--- src/hdl/three_key_debounce_event_queue_assert.svh ---
// assertion macros used by the event queue rtl
// no dependencies; expects clock and reset signals in the including scope
`ifndef THREE_KEY_DEBOUNCE_EVENT_QUEUE_ASSERT_SVH
`define THREE_KEY_DEBOUNCE_EVENT_QUEUE_ASSERT_SVH

// checked on every rising clock edge outside reset
`define TKDEQ_ASSERT(label, prop, msg) \
   label: assert property (@(posedge clock) disable iff (reset) prop) else $error(msg);

// checked on every rising clock edge, reset included
`define TKDEQ_ASSERT_ALWAYS(label, prop, msg) \
   label: assert property (@(posedge clock) prop) else $error(msg);

`endif

--- src/hdl/tkdeq_pkg.sv ---
// shared types and constants for the three key debounce event queue
// no dependencies
`timescale 1ns / 1ps

package tkdeq_pkg;

   localparam int NUM_KEYS       = 3;
   localparam int COUNT_W        = 8;
   localparam int KEY_W          = 2;
   localparam int QUEUE_DEPTH    = 64;
   localparam int QPTR_W         = $clog2(QUEUE_DEPTH);
   localparam int NUM_BANKS      = 4;
   localparam int BANK_SEL_W     = $clog2(NUM_BANKS);
   localparam int BANK_DEPTH     = QUEUE_DEPTH / NUM_BANKS;
   localparam int BANK_AW        = (BANK_DEPTH > 1) ? $clog2(BANK_DEPTH) : 1;
   localparam int CSR_AW         = 3;
   localparam int CSR_DW         = 32;
   localparam logic [COUNT_W-1:0] DEBOUNCE_RESET = 8'd10;

   typedef enum logic [KEY_W-1:0] {
      EVT_NONE   = 2'd0,
      EVT_LEFT   = 2'd1,
      EVT_MIDDLE = 2'd2,
      EVT_RIGHT  = 2'd3
   } key_code_type;

   typedef enum logic [0:0] {
      REG_DEBOUNCE_TICKS = 1'b0
   } csr_index_type;

   typedef logic [NUM_KEYS-1:0] key_push_type;

   function automatic key_code_type key_code(input int idx);
      key_code_type code;
      case (idx)
         0: code = EVT_LEFT;
         1: code = EVT_MIDDLE;
         2: code = EVT_RIGHT;
         default: code = EVT_NONE;
      endcase
      return code;
   endfunction

endpackage

--- src/hdl/tkdeq_req_if.sv ---
// scan tick channel: three key pin levels per transfer
// depends on tkdeq_pkg
`timescale 1ns / 1ps

interface tkdeq_req_if import tkdeq_pkg::*; ();
   logic valid;
   logic ready;
   logic left_level;
   logic middle_level;
   logic right_level;

   modport source (output valid, output left_level, output middle_level,
                   output right_level, input ready);
   modport sink (input valid, input left_level, input middle_level,
                 input right_level, output ready);
endinterface

--- src/hdl/tkdeq_rsp_if.sv ---
// key event channel: one popped key code per transfer
// depends on tkdeq_pkg
`timescale 1ns / 1ps

interface tkdeq_rsp_if import tkdeq_pkg::*; ();
   logic             valid;
   logic             ready;
   logic [KEY_W-1:0] key_event;

   modport source (output valid, output key_event, input ready);
   modport sink (input valid, input key_event, output ready);
endinterface

--- src/hdl/tkdeq_ram.sv ---
// generic single write port ram with registered read
// no dependencies
`timescale 1ns / 1ps

module tkdeq_ram #(
   parameter int WIDTH = 2,
   parameter int DEPTH = 16,
   localparam int AW = (DEPTH > 1) ? $clog2(DEPTH) : 1
) (
   input  logic             clock,
   input  logic             wr_en,
   input  logic [AW-1:0]    wr_addr,
   input  logic [WIDTH-1:0] wr_data,
   input  logic             rd_en,
   input  logic [AW-1:0]    rd_addr,
   output logic [WIDTH-1:0] rd_data
);

   logic [WIDTH-1:0] mem_ff [DEPTH];
   logic [WIDTH-1:0] rd_data_ff;

   always_ff @(posedge clock) begin
      if (wr_en) begin
         mem_ff[wr_addr] <= wr_data;
      end
      if (rd_en) begin
         rd_data_ff <= mem_ff[rd_addr];
      end
   end

   assign rd_data = rd_data_ff;

endmodule

--- src/hdl/tkdeq_key.sv ---
// one key debouncer: press/release phase bit and match counter
// depends on tkdeq_pkg
`timescale 1ns / 1ps

module tkdeq_key import tkdeq_pkg::*; (
   input  logic               clock,
   input  logic               reset,
   input  logic               advance,
   input  logic               level,
   input  logic [COUNT_W-1:0] debounce_ticks,
   output logic               push
);

   logic               phase_ff, phase_in;
   logic [COUNT_W-1:0] count_ff, count_in;
   logic [COUNT_W:0]   count_inc;
   logic               match;
   logic               reach;

   always_comb begin
      match     = (level == phase_ff);
      count_inc = {1'b0, count_ff} + {{COUNT_W{1'b0}}, 1'b1};
      reach     = (count_inc >= {1'b0, debounce_ticks});
      push      = match && reach && phase_ff;
      phase_in  = phase_ff;
      count_in  = count_ff;
      if (advance) begin
         if (!match) begin
            count_in = '0;
         end else if (reach) begin
            count_in = '0;
            phase_in = !phase_ff;
         end else begin
            count_in = count_inc[COUNT_W-1:0];
         end
      end
   end

   always_ff @(posedge clock) begin
      if (reset) begin
         phase_ff <= 1'b0;
         count_ff <= '0;
      end else begin
         phase_ff <= phase_in;
         count_ff <= count_in;
      end
   end

endmodule

--- src/hdl/tkdeq_queue.sv ---
// event ring queue: four interleaved banks take up to three pushes, then one pop
// depends on tkdeq_pkg, tkdeq_ram and the assertion macro header
`timescale 1ns / 1ps

`include "three_key_debounce_event_queue_assert.svh"

module tkdeq_queue import tkdeq_pkg::*; (
   input  logic             clock,
   input  logic             reset,
   input  logic             advance,
   input  key_push_type     push,
   output logic [KEY_W-1:0] key_event
);

   logic [QPTR_W-1:0]  rp_ff, rp_in;
   logic [QPTR_W-1:0]  wp_ff, wp_in;
   logic               pop_ff, pop_in;
   logic               byp_ff, byp_in;
   key_code_type       byp_code_ff, byp_code_in;
   logic [BANK_SEL_W-1:0] bank_sel_ff, bank_sel_in;

   logic [QPTR_W-1:0]  slot_addr [NUM_KEYS];
   logic [QPTR_W-1:0]  wp_next;
   logic               empty;
   logic               byp_hit;
   key_code_type       byp_code;

   logic [NUM_BANKS-1:0] bank_we;
   logic [BANK_AW-1:0]   bank_waddr [NUM_BANKS];
   logic [KEY_W-1:0]     bank_wdata [NUM_BANKS];
   logic [BANK_AW-1:0]   bank_raddr;
   logic [KEY_W-1:0]     bank_rdata [NUM_BANKS];

   // slot positions of the pushes in key order, bypass of a same-cycle write
   always_comb begin
      logic [1:0] offset;
      offset   = 2'd0;
      byp_hit  = 1'b0;
      byp_code = EVT_NONE;
      for (int k = 0; k < NUM_KEYS; k++) begin
         slot_addr[k] = wp_ff + QPTR_W'(offset);
         if (advance && push[k] && (slot_addr[k] == rp_ff)) begin
            byp_hit  = 1'b1;
            byp_code = key_code(k);
         end
         if (push[k]) begin
            offset = offset + 2'd1;
         end
      end
      wp_next = wp_ff + QPTR_W'(offset);
      empty   = (rp_ff == wp_next);
   end

   always_comb begin
      for (int b = 0; b < NUM_BANKS; b++) begin
         bank_we[b]    = 1'b0;
         bank_waddr[b] = '0;
         bank_wdata[b] = EVT_NONE;
         for (int k = 0; k < NUM_KEYS; k++) begin
            if (advance && push[k] &&
                (slot_addr[k][BANK_SEL_W-1:0] == BANK_SEL_W'(b))) begin
               bank_we[b]    = 1'b1;
               bank_waddr[b] = BANK_AW'(slot_addr[k] >> BANK_SEL_W);
               bank_wdata[b] = key_code(k);
            end
         end
      end
      bank_raddr = BANK_AW'(rp_ff >> BANK_SEL_W);
   end

   for (genvar b = 0; b < NUM_BANKS; b++) begin : g_bank
      tkdeq_ram #(
         .WIDTH (KEY_W),
         .DEPTH (BANK_DEPTH)
      ) u_bank (
         .clock   (clock),
         .wr_en   (bank_we[b]),
         .wr_addr (bank_waddr[b]),
         .wr_data (bank_wdata[b]),
         .rd_en   (advance),
         .rd_addr (bank_raddr),
         .rd_data (bank_rdata[b])
      );
   end

   always_comb begin
      rp_in       = rp_ff;
      wp_in       = wp_ff;
      pop_in      = pop_ff;
      byp_in      = byp_ff;
      byp_code_in = byp_code_ff;
      bank_sel_in = bank_sel_ff;
      if (advance) begin
         wp_in       = wp_next;
         pop_in      = !empty;
         byp_in      = byp_hit;
         byp_code_in = byp_code;
         bank_sel_in = rp_ff[BANK_SEL_W-1:0];
         if (!empty) begin
            rp_in = rp_ff + QPTR_W'(1);
         end
      end
   end

   always_ff @(posedge clock) begin
      if (reset) begin
         rp_ff  <= '0;
         wp_ff  <= '0;
         pop_ff <= 1'b0;
         byp_ff <= 1'b0;
      end else begin
         rp_ff  <= rp_in;
         wp_ff  <= wp_in;
         pop_ff <= pop_in;
         byp_ff <= byp_in;
      end
      byp_code_ff <= byp_code_in;
      bank_sel_ff <= bank_sel_in;
   end

   always_comb begin
      if (!pop_ff) begin
         key_event = EVT_NONE;
      end else if (byp_ff) begin
         key_event = byp_code_ff;
      end else begin
         key_event = bank_rdata[bank_sel_ff];
      end
   end

   `TKDEQ_ASSERT(a_one_write_per_push,
      advance |-> ($countones(bank_we) == $countones(push)),
      "queue bank writes do not match the pushes")
   `TKDEQ_ASSERT(a_bypass_implies_pop,
      (advance && byp_hit) |-> !empty,
      "same-cycle bypass while queue looks empty")
   `TKDEQ_ASSERT(a_ptrs_hold_when_idle,
      !advance |=> ($stable(rp_ff) && $stable(wp_ff)),
      "queue pointers moved without a transfer")

endmodule

--- src/hdl/tkdeq_csr.sv ---
// apb-style register port holding the debounce threshold
// depends on tkdeq_pkg
`timescale 1ns / 1ps

module tkdeq_csr import tkdeq_pkg::*; (
   input  logic               clock,
   input  logic               reset,
   input  logic               psel,
   input  logic               penable,
   input  logic               pwrite,
   input  logic [CSR_AW-1:0]  paddr,
   input  logic [CSR_DW-1:0]  pwdata,
   output logic [CSR_DW-1:0]  prdata,
   output logic               pready,
   output logic [COUNT_W-1:0] debounce_ticks
);

   logic [COUNT_W-1:0] ticks_ff, ticks_in;
   csr_index_type      reg_index;
   logic               wr_hit;

   always_comb begin
      reg_index = csr_index_type'(paddr[CSR_AW-1]);
      wr_hit    = psel && penable && pwrite;
      ticks_in  = ticks_ff;
      prdata    = '0;
      case (reg_index)
         REG_DEBOUNCE_TICKS: begin
            prdata = CSR_DW'(ticks_ff);
            if (wr_hit) begin
               ticks_in = pwdata[COUNT_W-1:0];
            end
         end
         default: begin
            prdata = '0;
         end
      endcase
   end

   always_ff @(posedge clock) begin
      if (reset) begin
         ticks_ff <= DEBOUNCE_RESET;
      end else begin
         ticks_ff <= ticks_in;
      end
   end

   assign pready         = 1'b1;
   assign debounce_ticks = ticks_ff;

endmodule

--- src/hdl/three_key_debounce_event_queue.sv ---
// Three key debouncer with a 64 entry event queue. Each transfer on the
// request channel is one scan tick; it yields exactly one response transfer
// carrying the popped key code (0 when the queue is empty). The block takes one
// scan tick per clock: an input register feeds the per-key counters and a queue
// built from four interleaved banks, so up to three pushes and one pop finish
// in the same cycle, and the popped code is registered in the queue before the
// response carries it. A stalled response holds the pipeline; no reset sweep is needed.
// Pushes never check for a full queue: overflow makes it look empty.
// depends on tkdeq_pkg, the channel interfaces, tkdeq_key, tkdeq_queue, tkdeq_csr
`timescale 1ns / 1ps

module three_key_debounce_event_queue import tkdeq_pkg::*; (
   input  logic               clock,
   input  logic               reset,
   tkdeq_req_if.sink          req_bus,
   tkdeq_rsp_if.source        rsp_bus,
   input  logic               psel,
   input  logic               penable,
   input  logic               pwrite,
   input  logic [CSR_AW-1:0]  paddr,
   input  logic [CSR_DW-1:0]  pwdata,
   output logic [CSR_DW-1:0]  prdata,
   output logic               pready
);

   logic                 in_valid_ff, in_valid_in;
   logic [NUM_KEYS-1:0]  levels_ff, levels_in;
   logic                 out_valid_ff, out_valid_in;
   logic                 advance;
   logic                 req_xfer;
   key_push_type         push;
   logic [COUNT_W-1:0]   debounce_ticks;

   always_comb begin
      advance       = in_valid_ff && (!out_valid_ff || rsp_bus.ready);
      req_bus.ready = !in_valid_ff || advance;
      req_xfer      = req_bus.valid && req_bus.ready;
      in_valid_in   = req_xfer ? 1'b1 : (advance ? 1'b0 : in_valid_ff);
      levels_in     = req_xfer ?
                      {req_bus.right_level, req_bus.middle_level, req_bus.left_level} :
                      levels_ff;
      out_valid_in  = advance ? 1'b1 : (rsp_bus.ready ? 1'b0 : out_valid_ff);
   end

   always_ff @(posedge clock) begin
      if (reset) begin
         in_valid_ff  <= 1'b0;
         out_valid_ff <= 1'b0;
      end else begin
         in_valid_ff  <= in_valid_in;
         out_valid_ff <= out_valid_in;
      end
      levels_ff <= levels_in;
   end

   tkdeq_csr u_csr (
      .clock          (clock),
      .reset          (reset),
      .psel           (psel),
      .penable        (penable),
      .pwrite         (pwrite),
      .paddr          (paddr),
      .pwdata         (pwdata),
      .prdata         (prdata),
      .pready         (pready),
      .debounce_ticks (debounce_ticks)
   );

   for (genvar k = 0; k < NUM_KEYS; k++) begin : g_key
      tkdeq_key u_key (
         .clock          (clock),
         .reset          (reset),
         .advance        (advance),
         .level          (levels_ff[k]),
         .debounce_ticks (debounce_ticks),
         .push           (push[k])
      );
   end

   tkdeq_queue u_queue (
      .clock     (clock),
      .reset     (reset),
      .advance   (advance),
      .push      (push),
      .key_event (rsp_bus.key_event)
   );

   assign rsp_bus.valid = out_valid_ff;

endmodule
--- src/flat_wrapper.sv ---
// flat-port wrapper written by rule: the top's interface ports become plain ports
module three_key_debounce_event_queue_flat import tkdeq_pkg::*;
  (clock, reset, psel, penable, pwrite, paddr, pwdata, prdata, pready, req_bus_valid, req_bus_left_level, req_bus_middle_level, req_bus_right_level, req_bus_ready, rsp_bus_valid, rsp_bus_key_event, rsp_bus_ready);
  tkdeq_req_if req_bus_i ();
  tkdeq_rsp_if rsp_bus_i ();
  input  logic clock;
  input  logic reset;
  input  logic psel;
  input  logic penable;
  input  logic pwrite;
  input  logic [CSR_AW-1:0] paddr;
  input  logic [CSR_DW-1:0] pwdata;
  output logic [CSR_DW-1:0] prdata;
  output logic pready;
  input wire logic [$bits(req_bus_i.valid)-1:0] req_bus_valid;
  input wire logic [$bits(req_bus_i.left_level)-1:0] req_bus_left_level;
  input wire logic [$bits(req_bus_i.middle_level)-1:0] req_bus_middle_level;
  input wire logic [$bits(req_bus_i.right_level)-1:0] req_bus_right_level;
  output wire logic [$bits(req_bus_i.ready)-1:0] req_bus_ready;
  output wire logic [$bits(rsp_bus_i.valid)-1:0] rsp_bus_valid;
  output wire logic [$bits(rsp_bus_i.key_event)-1:0] rsp_bus_key_event;
  input wire logic [$bits(rsp_bus_i.ready)-1:0] rsp_bus_ready;
  assign req_bus_i.valid = req_bus_valid;
  assign req_bus_i.left_level = req_bus_left_level;
  assign req_bus_i.middle_level = req_bus_middle_level;
  assign req_bus_i.right_level = req_bus_right_level;
  assign req_bus_ready = req_bus_i.ready;
  assign rsp_bus_valid = rsp_bus_i.valid;
  assign rsp_bus_key_event = rsp_bus_i.key_event;
  assign rsp_bus_i.ready = rsp_bus_ready;
  three_key_debounce_event_queue u_core (.clock(clock), .reset(reset), .req_bus(req_bus_i), .rsp_bus(rsp_bus_i), .psel(psel), .penable(penable), .pwrite(pwrite), .paddr(paddr), .pwdata(pwdata), .prdata(prdata), .pready(pready));
endmodule
--- config.mk ---
export PLATFORM = sky130hd
export DESIGN_NAME = three_key_debounce_event_queue_flat
export DESIGN_NICKNAME = d
export VERILOG_FILES = /design/src/hdl/tkdeq_pkg.sv /design/src/hdl/tkdeq_req_if.sv /design/src/hdl/tkdeq_rsp_if.sv /design/src/hdl/tkdeq_ram.sv /design/src/hdl/tkdeq_key.sv /design/src/hdl/tkdeq_queue.sv /design/src/hdl/tkdeq_csr.sv /design/src/hdl/three_key_debounce_event_queue.sv /design/src/flat_wrapper.sv
export VERILOG_INCLUDE_DIRS = /design/src /design/src/hdl
export SDC_FILE = /design/constraint.sdc
export NUM_CORES = 1
export LEC_CHECK = 0
export BUFFER_PORTS_ARGS = -buffer_cell sky130_fd_sc_hd__buf_4
export CAP_MARGIN = 20
export CORE_AREA = 2 2 212 214
export DETAILED_ROUTE_END_ITERATION = 10
export DIE_AREA = 0 0 214 216
export HOLD_SLACK_MARGIN = 0.03
export RECOVER_POWER = 100
export SKIP_LAST_GASP = 1
export SLEW_MARGIN = 5
export SYNTH_ARGS = -nofsm -noshare
export SYNTH_HDL_FRONTEND = slang
export SYNTH_SLANG_ARGS = --single-unit
--- constraint.sdc ---
create_clock -name clock -period 5.9 [get_ports clock]
set_clock_uncertainty 0.2 [all_clocks]
set_input_delay 0.885 -clock clock [delete_from_list [all_inputs] [get_ports clock]]
set_output_delay 0.885 -clock clock [all_outputs]
set_load 0.1 [all_outputs]
# Word level (Yosys, flattened, before mapping)
# Memory sizes are Yosys's and may differ from the RTL's. A register that Yosys moved wholly into a read port is not among the register bits.
# Index checks and enable logic that the tools add are counted.
# Widths: inputs -> output; s select.
[op_classes]
n_addsub = 9
reduce_logical = 47
n_mux = 68
bitwise = 3
eq_ne = 16
n_lt_le_gt_ge = 4
[op_table]
columns = ["cell", "count"]
rows = [
  ["$mux 8", 7],
  ["$mux 4", 12],
  ["$mux 1", 34],
  ["$logic_and 1x1->1", 28],
  ["$mux 2", 14],
  ["$add 8x1->9 const B", 3],
  ["$ge 9x8->1", 3],
  ["$eq 6x6->1", 4],
  ["$add 6x2->6", 3],
  ["$eq 2x2->1 const B", 6],
  ["$reduce_and 3->1", 3],
  ["$add 6x1->6 const B", 1],
  ["$eq 2x1->1 const B", 3],
  ["$logic_not 1->1", 6],
  ["$logic_not 2->1", 3],
  ["$add 2x1->2 const B", 2],
  ["$bmux 2 s2", 1],
  ["$reduce_and 2->1", 2],
  ["$reduce_bool 2->1", 2],
  ["$eq 1x1->1", 3],
  ["$ge 3x3->1 const B", 1],
  ["$not 2->3", 1],
  ["$logic_or 1x1->1", 2],
  ["$not 1->1", 2],
  ["$reduce_or 2->1", 1],
]
[word_totals]
output_inout_bits = 37
ram_bits = 128
register_bits = 58
mem_count = 4
[mem_list]
columns = ["memory", "depth", "word_bits", "read_ports", "rd_ports_with_merged_regs", "wr", "line", "source"]
rows = [
  ["u_core.u_queue.g_bank[0].u_bank.mem_ff", 16, 2, 1, 1, 1, "tkdeq_ram.sv:19", "logic [WIDTH-1:0] mem_ff [DEPTH];"],
  ["u_core.u_queue.g_bank[1].u_bank.mem_ff", 16, 2, 1, 1, 1, "tkdeq_ram.sv:19", ""],
  ["u_core.u_queue.g_bank[2].u_bank.mem_ff", 16, 2, 1, 1, 1, "tkdeq_ram.sv:19", ""],
  ["u_core.u_queue.g_bank[3].u_bank.mem_ff", 16, 2, 1, 1, 1, "tkdeq_ram.sv:19", ""],
]

# Logic depth before layout (Yosys ltp)
[depth]
ltp_word = 13
ltp_mapped = 23

# Hierarchy
# From an unflattened synthesis, not the netlist that was laid out.
[hier_totals]
cells_unflattened = 910
area_unflattened_um2 = 10505.1
[modules_own_cells]
columns = ["mod", "seq_area_each_um2", "instances", "area_per_inst_um2", "cells_each"]
rows = [
  ["tkdeq_ram", 1021.0, 4, 1400.1, 78],
  ["tkdeq_queue", 400.4, 1, 2134.5, 293],
  ["tkdeq_key", 180.2, 3, 651.9, 74],
  ["tkdeq_csr", 160.2, 1, 620.6, 70],
  ["three_key_debounce_event_queue", 130.1, 1, 193.9, 13],
]

# Least setup slack after synthesis
# No wires, ideal clock.
[synth_path]
path_type = "flip-flop to flip-flop"
start = "reg u_core.g_key[1].u_key.count_ff[0]"
end = "mem u_core.u_queue.g_bank[3].u_bank.mem_ff[13][0] (enable)"
setup_ns = 0.314
path_slack_ns = 0.623
arrival_time_ns = 4.763
path_stages_with_launch = 24
synth_period_minus_slack_ns = 5.277
n_path_buf = 4
required_ns = 5.386
path_cell_list = "dfxtp_1 > ha_1 > nand3_1 > nor2_1 > xor2_1 > ha_1 > and2_1 > a221oi_2 > o21ai_0 > a21boi_0 > nor2b_1 > ha_1 > ha_1 > ha_1 > buf_1 > nand2_1 > a211o_1 > buf_6 > nand2_2 > a21oi_1 > or3_1 > buf_2 > buf_6 > nor3b_2"
[synth_via]
elab_chain_cells = 11
elab_cells_between_ends = 16
[synth_lines]
columns = ["element", "line", "source"]
rows = [
  ["start: declaration", "tkdeq_key.sv:15", "logic [COUNT_W-1:0] count_ff, count_in;"],
  ["start signal: assignment", "tkdeq_key.sv:45", "count_ff <= count_in;"],
  ["$add 8x1->9 (*)", "tkdeq_key.sv:22", "count_inc = {1'b0, count_ff} + {{COUNT_W{1'b0}}, 1'b1};"],
  ["$ge 9x8->1 (*)", "tkdeq_key.sv:23", "reach = (count_inc >= {1'b0, debounce_ticks});"],
  ["$logic_and 1x1->1 (*) (2 in a row)", "tkdeq_key.sv:24", "push = match && reach && phase_ff;"],
  ["$mux 2", "tkdeq_queue.sv:46", "if (push[k]) begin"],
  ["$add 6x2->6", "tkdeq_queue.sv:41", "slot_addr[k] = wp_ff + QPTR_W'(offset);"],
  ["$eq 2x2->1", "tkdeq_queue.sv:61", "(slot_addr[k][BANK_SEL_W-1:0] == BANK_SEL_W'(b))) begin"],
  ["$logic_and 1x1->1", "tkdeq_queue.sv:60", "if (advance && push[k] &&"],
  ["$mux 1", "tkdeq_queue.sv:60", ""],
  ["$mux 1", "tkdeq_ram.sv:23", "if (wr_en) begin"],
  ["$mux 1 (implied by the code)", "tkdeq_ram.sv:24", "mem_ff[wr_addr] <= wr_data;"],
  ["end: declaration", "tkdeq_ram.sv:19", ""],
]
# Mark *: on every way between the ends. The rest lies on a longest branch, timed or not.

# Worst setup path in the final report
[layout_path]
start = "reg u_core.g_key[1].u_key.count_ff[0]"
end = "mem u_core.u_queue.g_bank[1].u_bank.mem_ff[0][1] (enable)"
[layout_via]
elab_chain_cells = 11
elab_cells_between_ends = 16
[layout_lines]
columns = ["element", "line"]
rows = [
  ["$add 8x1->9 (*)", "tkdeq_key.sv:22"],
  ["$ge 9x8->1 (*)", "tkdeq_key.sv:23"],
  ["$logic_and 1x1->1 (*) (2 in a row)", "tkdeq_key.sv:24"],
  ["$mux 2", "tkdeq_queue.sv:46"],
  ["$add 6x2->6", "tkdeq_queue.sv:41"],
  ["$eq 2x1->1", "tkdeq_queue.sv:61"],
  ["$logic_and 1x1->1", "tkdeq_queue.sv:60"],
  ["$mux 1", "tkdeq_queue.sv:60"],
  ["$mux 1", "tkdeq_ram.sv:23"],
  ["$mux 1 (implied by the code)", "tkdeq_ram.sv:24"],
  ["end: declaration", "tkdeq_ram.sv:19"],
]
# Marks and branches as above.

==> results.cfg <==
[run_status]
outcome = finished clean

[yosys]
netlist_area_um2 = 10900
ys_seq_area_frac = 0.490
async_reset_ff_frac = 0
synthFlopType = edfxtp_1
synth_cells = 932
synth_enable_flop_cells = 143
avgSynthCellArea_um2 = 11.6
yosysWarnings = 0
synth-seq-cells = 194
yosysUniqueCellTypes = 87

[setup_path]
slowest_stage = ha_1
path_common_cell = ha_1
crit_arrival_ps = 5450
cpPeakStageDelay_ps = 460
timing.rr.end = u_core.u_queue.g_bank[1].u_bank.mem_ff[0][1]$_DFFE_PP_
crit_path_max_fanout = 5
start_kind = register
endpoint_kind = register
cp.buffers_inverters = 1
path_delay_family = simple AND/OR/NAND/NOR gates
crit_chain = ha_1, nand3_1, nor2_1, xor2_1, ha_1, and2_0, a221oi_2, o21ai_0, a21boi_1, nor2b_1, ha_1, ha_1, inv_1, nor2_1, o211ai_4, and2_1, a211o_1, or2_1, nor3_1
reg2reg_slack_ps = 370
crit_required_ps = 5820
r2r-start = u_core.g_key[1].u_key.count_ff[0]$_SDFFE_PP0P_
crit_type = register to register
reg2regPathDepth = 19

[route]
antenna_left = 0
drtIter0Drc = 589
vias = 7287
dr.pass1.iters = 6
drc_errors = 0
vias_per_cell = 4.68
wire_per_inst_um = 15.6
wirelength_mm = 24.3

[flow_run]
maxCapViolations = 0

[die]
chipWidth_um = 214
fp.dieH_um = 216
start_util = 0.248
num_io_pins = 82
core_area_um2 = 43800
dieArea_um2 = 46200
rows = 77

[clock_network]
cts_buffer_depth = 2
h-tree-depth = 4
post_cts_buffers = 0
root_buffer = clkbuf_16
cts_num_sinks = 194
cts_tree = built
cts_buffers = 17
worstSkewPairLatency_ps = 440
clk_pin_slew_ps = 80
cts_hold_buf = 0

[finish]
most-common-layout-cells = 143 x edfxtp_1, 124 x nor2_1, 60 x nand2_1, 50 x dfxtp_1, 42 x mux4_2
fill_cells = 4509
drive_above_1_share = 0.169
final_common_cell = edfxtp_1
area_growth_pct = 12.8
num_antenna_cells = 0
nets = 1034

[timing]
worst_pin_slew_ps = 1460
max_freq_mhz = 181
final-setup-viol-count = 0
tns_ps = 0
maxSlewHeadroom = 0.0250
finalHoldViolCount = 0
period_minus_slack_ps = 5530
fin_crit_sh = 0.938
hold_ws_ps = 256
rsz0062_at_grt = false
slew_violations = 0

[power]
intPower_uw = 2060
power.share.sequential = 0.520
p_leak_uw = 0.00400
p_comb_frac = 0.056
swShare = 0.265
peakVddDrop_mv = 0.187
powerDensity_nw_per_um2 = 229
clock_power_share = 0.424
power.net_switching_uw = 745

[global_route]
grt_overflow = 0
grt_antenna_before_repair = 1
grt_pass1_wl_mm = 39.1
grt_max_degree = 52
grt.total_usage = 0.106
grt_pass1_vias = 7199

[min_path]
min_path_type = register to register
hp-start = u_core.u_csr.debounce_ticks[6]$_SDFFE_PP0P_
holdPathStages = 2
hold_path_end = u_core.u_csr.debounce_ticks[6]$_SDFFE_PP0P_

[placement]
port_buffers = 30
dp_hpwl_mm = 17.0
place_congestion = 0.861
[power by group through the flow]
stage          Clock (uW)  Combinational [uW]  Sequential [uW]
2_1_floorplan           0                 145             1490
3_3_place_gp            0                 159             1490
3_5_place_dp            0                 160             1490
4_1_cts              1230                 161             1460
5_1_grt              1280                 167             1460
6_report             1190                 157             1460
[state kept, by name (all words and copies together) (netlist names)]
signal                                count
u_core.u_queue.pop_ff                     1
u_core.u_queue.g_bank.u_bank.mem_ff     128
u_core.g_key.u_key.count_ff              24
u_core.in_valid_ff                        1
u_core.u_queue.wp_ff                      6
u_core.u_queue.byp_code_ff                2
u_core.rsp_bus.valid                      1
u_core.u_queue.g_bank.u_bank.rd_data      8
u_core.g_key.u_key.phase_ff               3
u_core.u_queue.byp_ff                     1
u_core.u_csr.debounce_ticks               8
u_core.u_queue.rp_ff                      6
u_core.u_queue.bank_sel_ff                2
u_core.levels_ff                          3
[cells in the mapped netlist, types with 11 or more instances]
cell type	instances	area share
o21ai_0	23	0.011
a21o_1	11	0.0076
edfxtp_1	143	0.40
nor2_1	124	0.043
ha_1	37	0.043
buf_1	12	0.0041
nand3_1	21	0.0097
nor3_1	17	0.0078
dfxtp_1	51	0.094
xnor2_1	27	0.022
xor2_1	20	0.016
a22oi_1	17	0.012
inv_1	20	0.0069
clkbuf_1	21	0.0073
mux4_2	42	0.087
a21oi_1	35	0.016
nand2b_1	14	0.0081
nand2_1	60	0.021
buf_4	26	0.018
[what timing repair did]
action | in CTS | in global routing
hold endpoints to repair | 0 | 0
gates resized for setup | 0 | 5
endpoints found under the setup margin | 0 | 73
[area by class of cell]
type                       instances  area [um2]  share of cell area
clock inverter                    15         193              0.0157
sequential                       194        5320               0.434
clock buffer                      17         425              0.0347
inverter                          21        78.8             0.00644
tap                              592         741              0.0605
multi-input combinational        669        5160               0.422
timing repair buffer              48         325              0.0266
[cell families (layout without fill, tap and decap cells)]
kind of cell             after synthesis  after routing  synth area share
XOR/XNOR                              47             47            0.0379
multiplexers                          56             56             0.101
adder cells (fa/ha/maj)               38             38            0.0445
flip-flops                           194            194             0.490
other                                  2             25          0.000692
buffers and inverters                 92            101            0.0445
AO/OA/AOI/OAI                        158            158             0.118
AND/OR/NAND/NOR                      345            345             0.164
[per-stage QoR]
step / area, um2 / cells / setup WS [ps] / utilization / power, uW
detailed placement: 11600 / 1523 / 193 / 0.266 / 1650
global placement: 11600 / 1523 / 208 / 0.266 / 1650
global route: 12200 / 1556 / 14.8 / 0.279 / 2900
CTS: 12300 / 1555 / 151 / 0.280 / 2850
floorplan: 10900 / 955 / 623 / - / 1640
finish: 12200 / 1556 / 368 / 0.279 / 2810
[how the worst max path moves through the flow]
stage | start | end | cells after the start
3_3_place_gp | u_core.g_key[1].u_key.count_ff[0]$_SDFFE_PP0P_ | u_core.u_queue.g_bank[3].u_bank.mem_ff[5][0]$_DFFE_PP_ | 19
4_1_cts | u_core.g_key[1].u_key.count_ff[0]$_SDFFE_PP0P_ | u_core.u_queue.g_bank[3].u_bank.mem_ff[9][0]$_DFFE_PP_ | 19
2_1_floorplan | u_core.g_key[1].u_key.count_ff[0]$_SDFFE_PP0P_ | u_core.u_queue.g_bank[3].u_bank.mem_ff[13][0]$_DFFE_PP_ | 23
6_report | u_core.g_key[1].u_key.count_ff[0]$_SDFFE_PP0P_ | u_core.u_queue.g_bank[1].u_bank.mem_ff[0][1]$_DFFE_PP_ | 19
3_5_place_dp | u_core.g_key[1].u_key.count_ff[0]$_SDFFE_PP0P_ | u_core.u_queue.g_bank[3].u_bank.mem_ff[5][0]$_DFFE_PP_ | 19
5_1_grt | u_core.g_key[1].u_key.count_ff[0]$_SDFFE_PP0P_ | u_core.u_queue.g_bank[0].u_bank.mem_ff[0][1]$_DFFE_PP_ | 19
[worst reg2reg max path, stage by stage (launching register included)]
cell and delay, ps:
dfxtp_1 400, ha_1 260, nand3_1 90, nor2_1 120, xor2_1 230, ha_1 290
and2_0 170, a221oi_2 300, o21ai_0 130, a21boi_1 250, nor2b_1 150, ha_1 330
ha_1 460, inv_1 210, nor2_1 320, o211ai_4 130, and2_1 180, a211o_1 330
or2_1 320, nor3_1 340
[layer usage]
layer,track usage,share of wire,routed length [um],vias to the layer above
met5,0,0.00066,16,-
met4,0.0329,0.015,357,2
met3,0.0214,0.048,1170,23
met2,0.176,0.49,11800,190
met1,0.138,0.45,10900,3593
li1,-,-,-,3479
(Power assumes the default switching activity.)
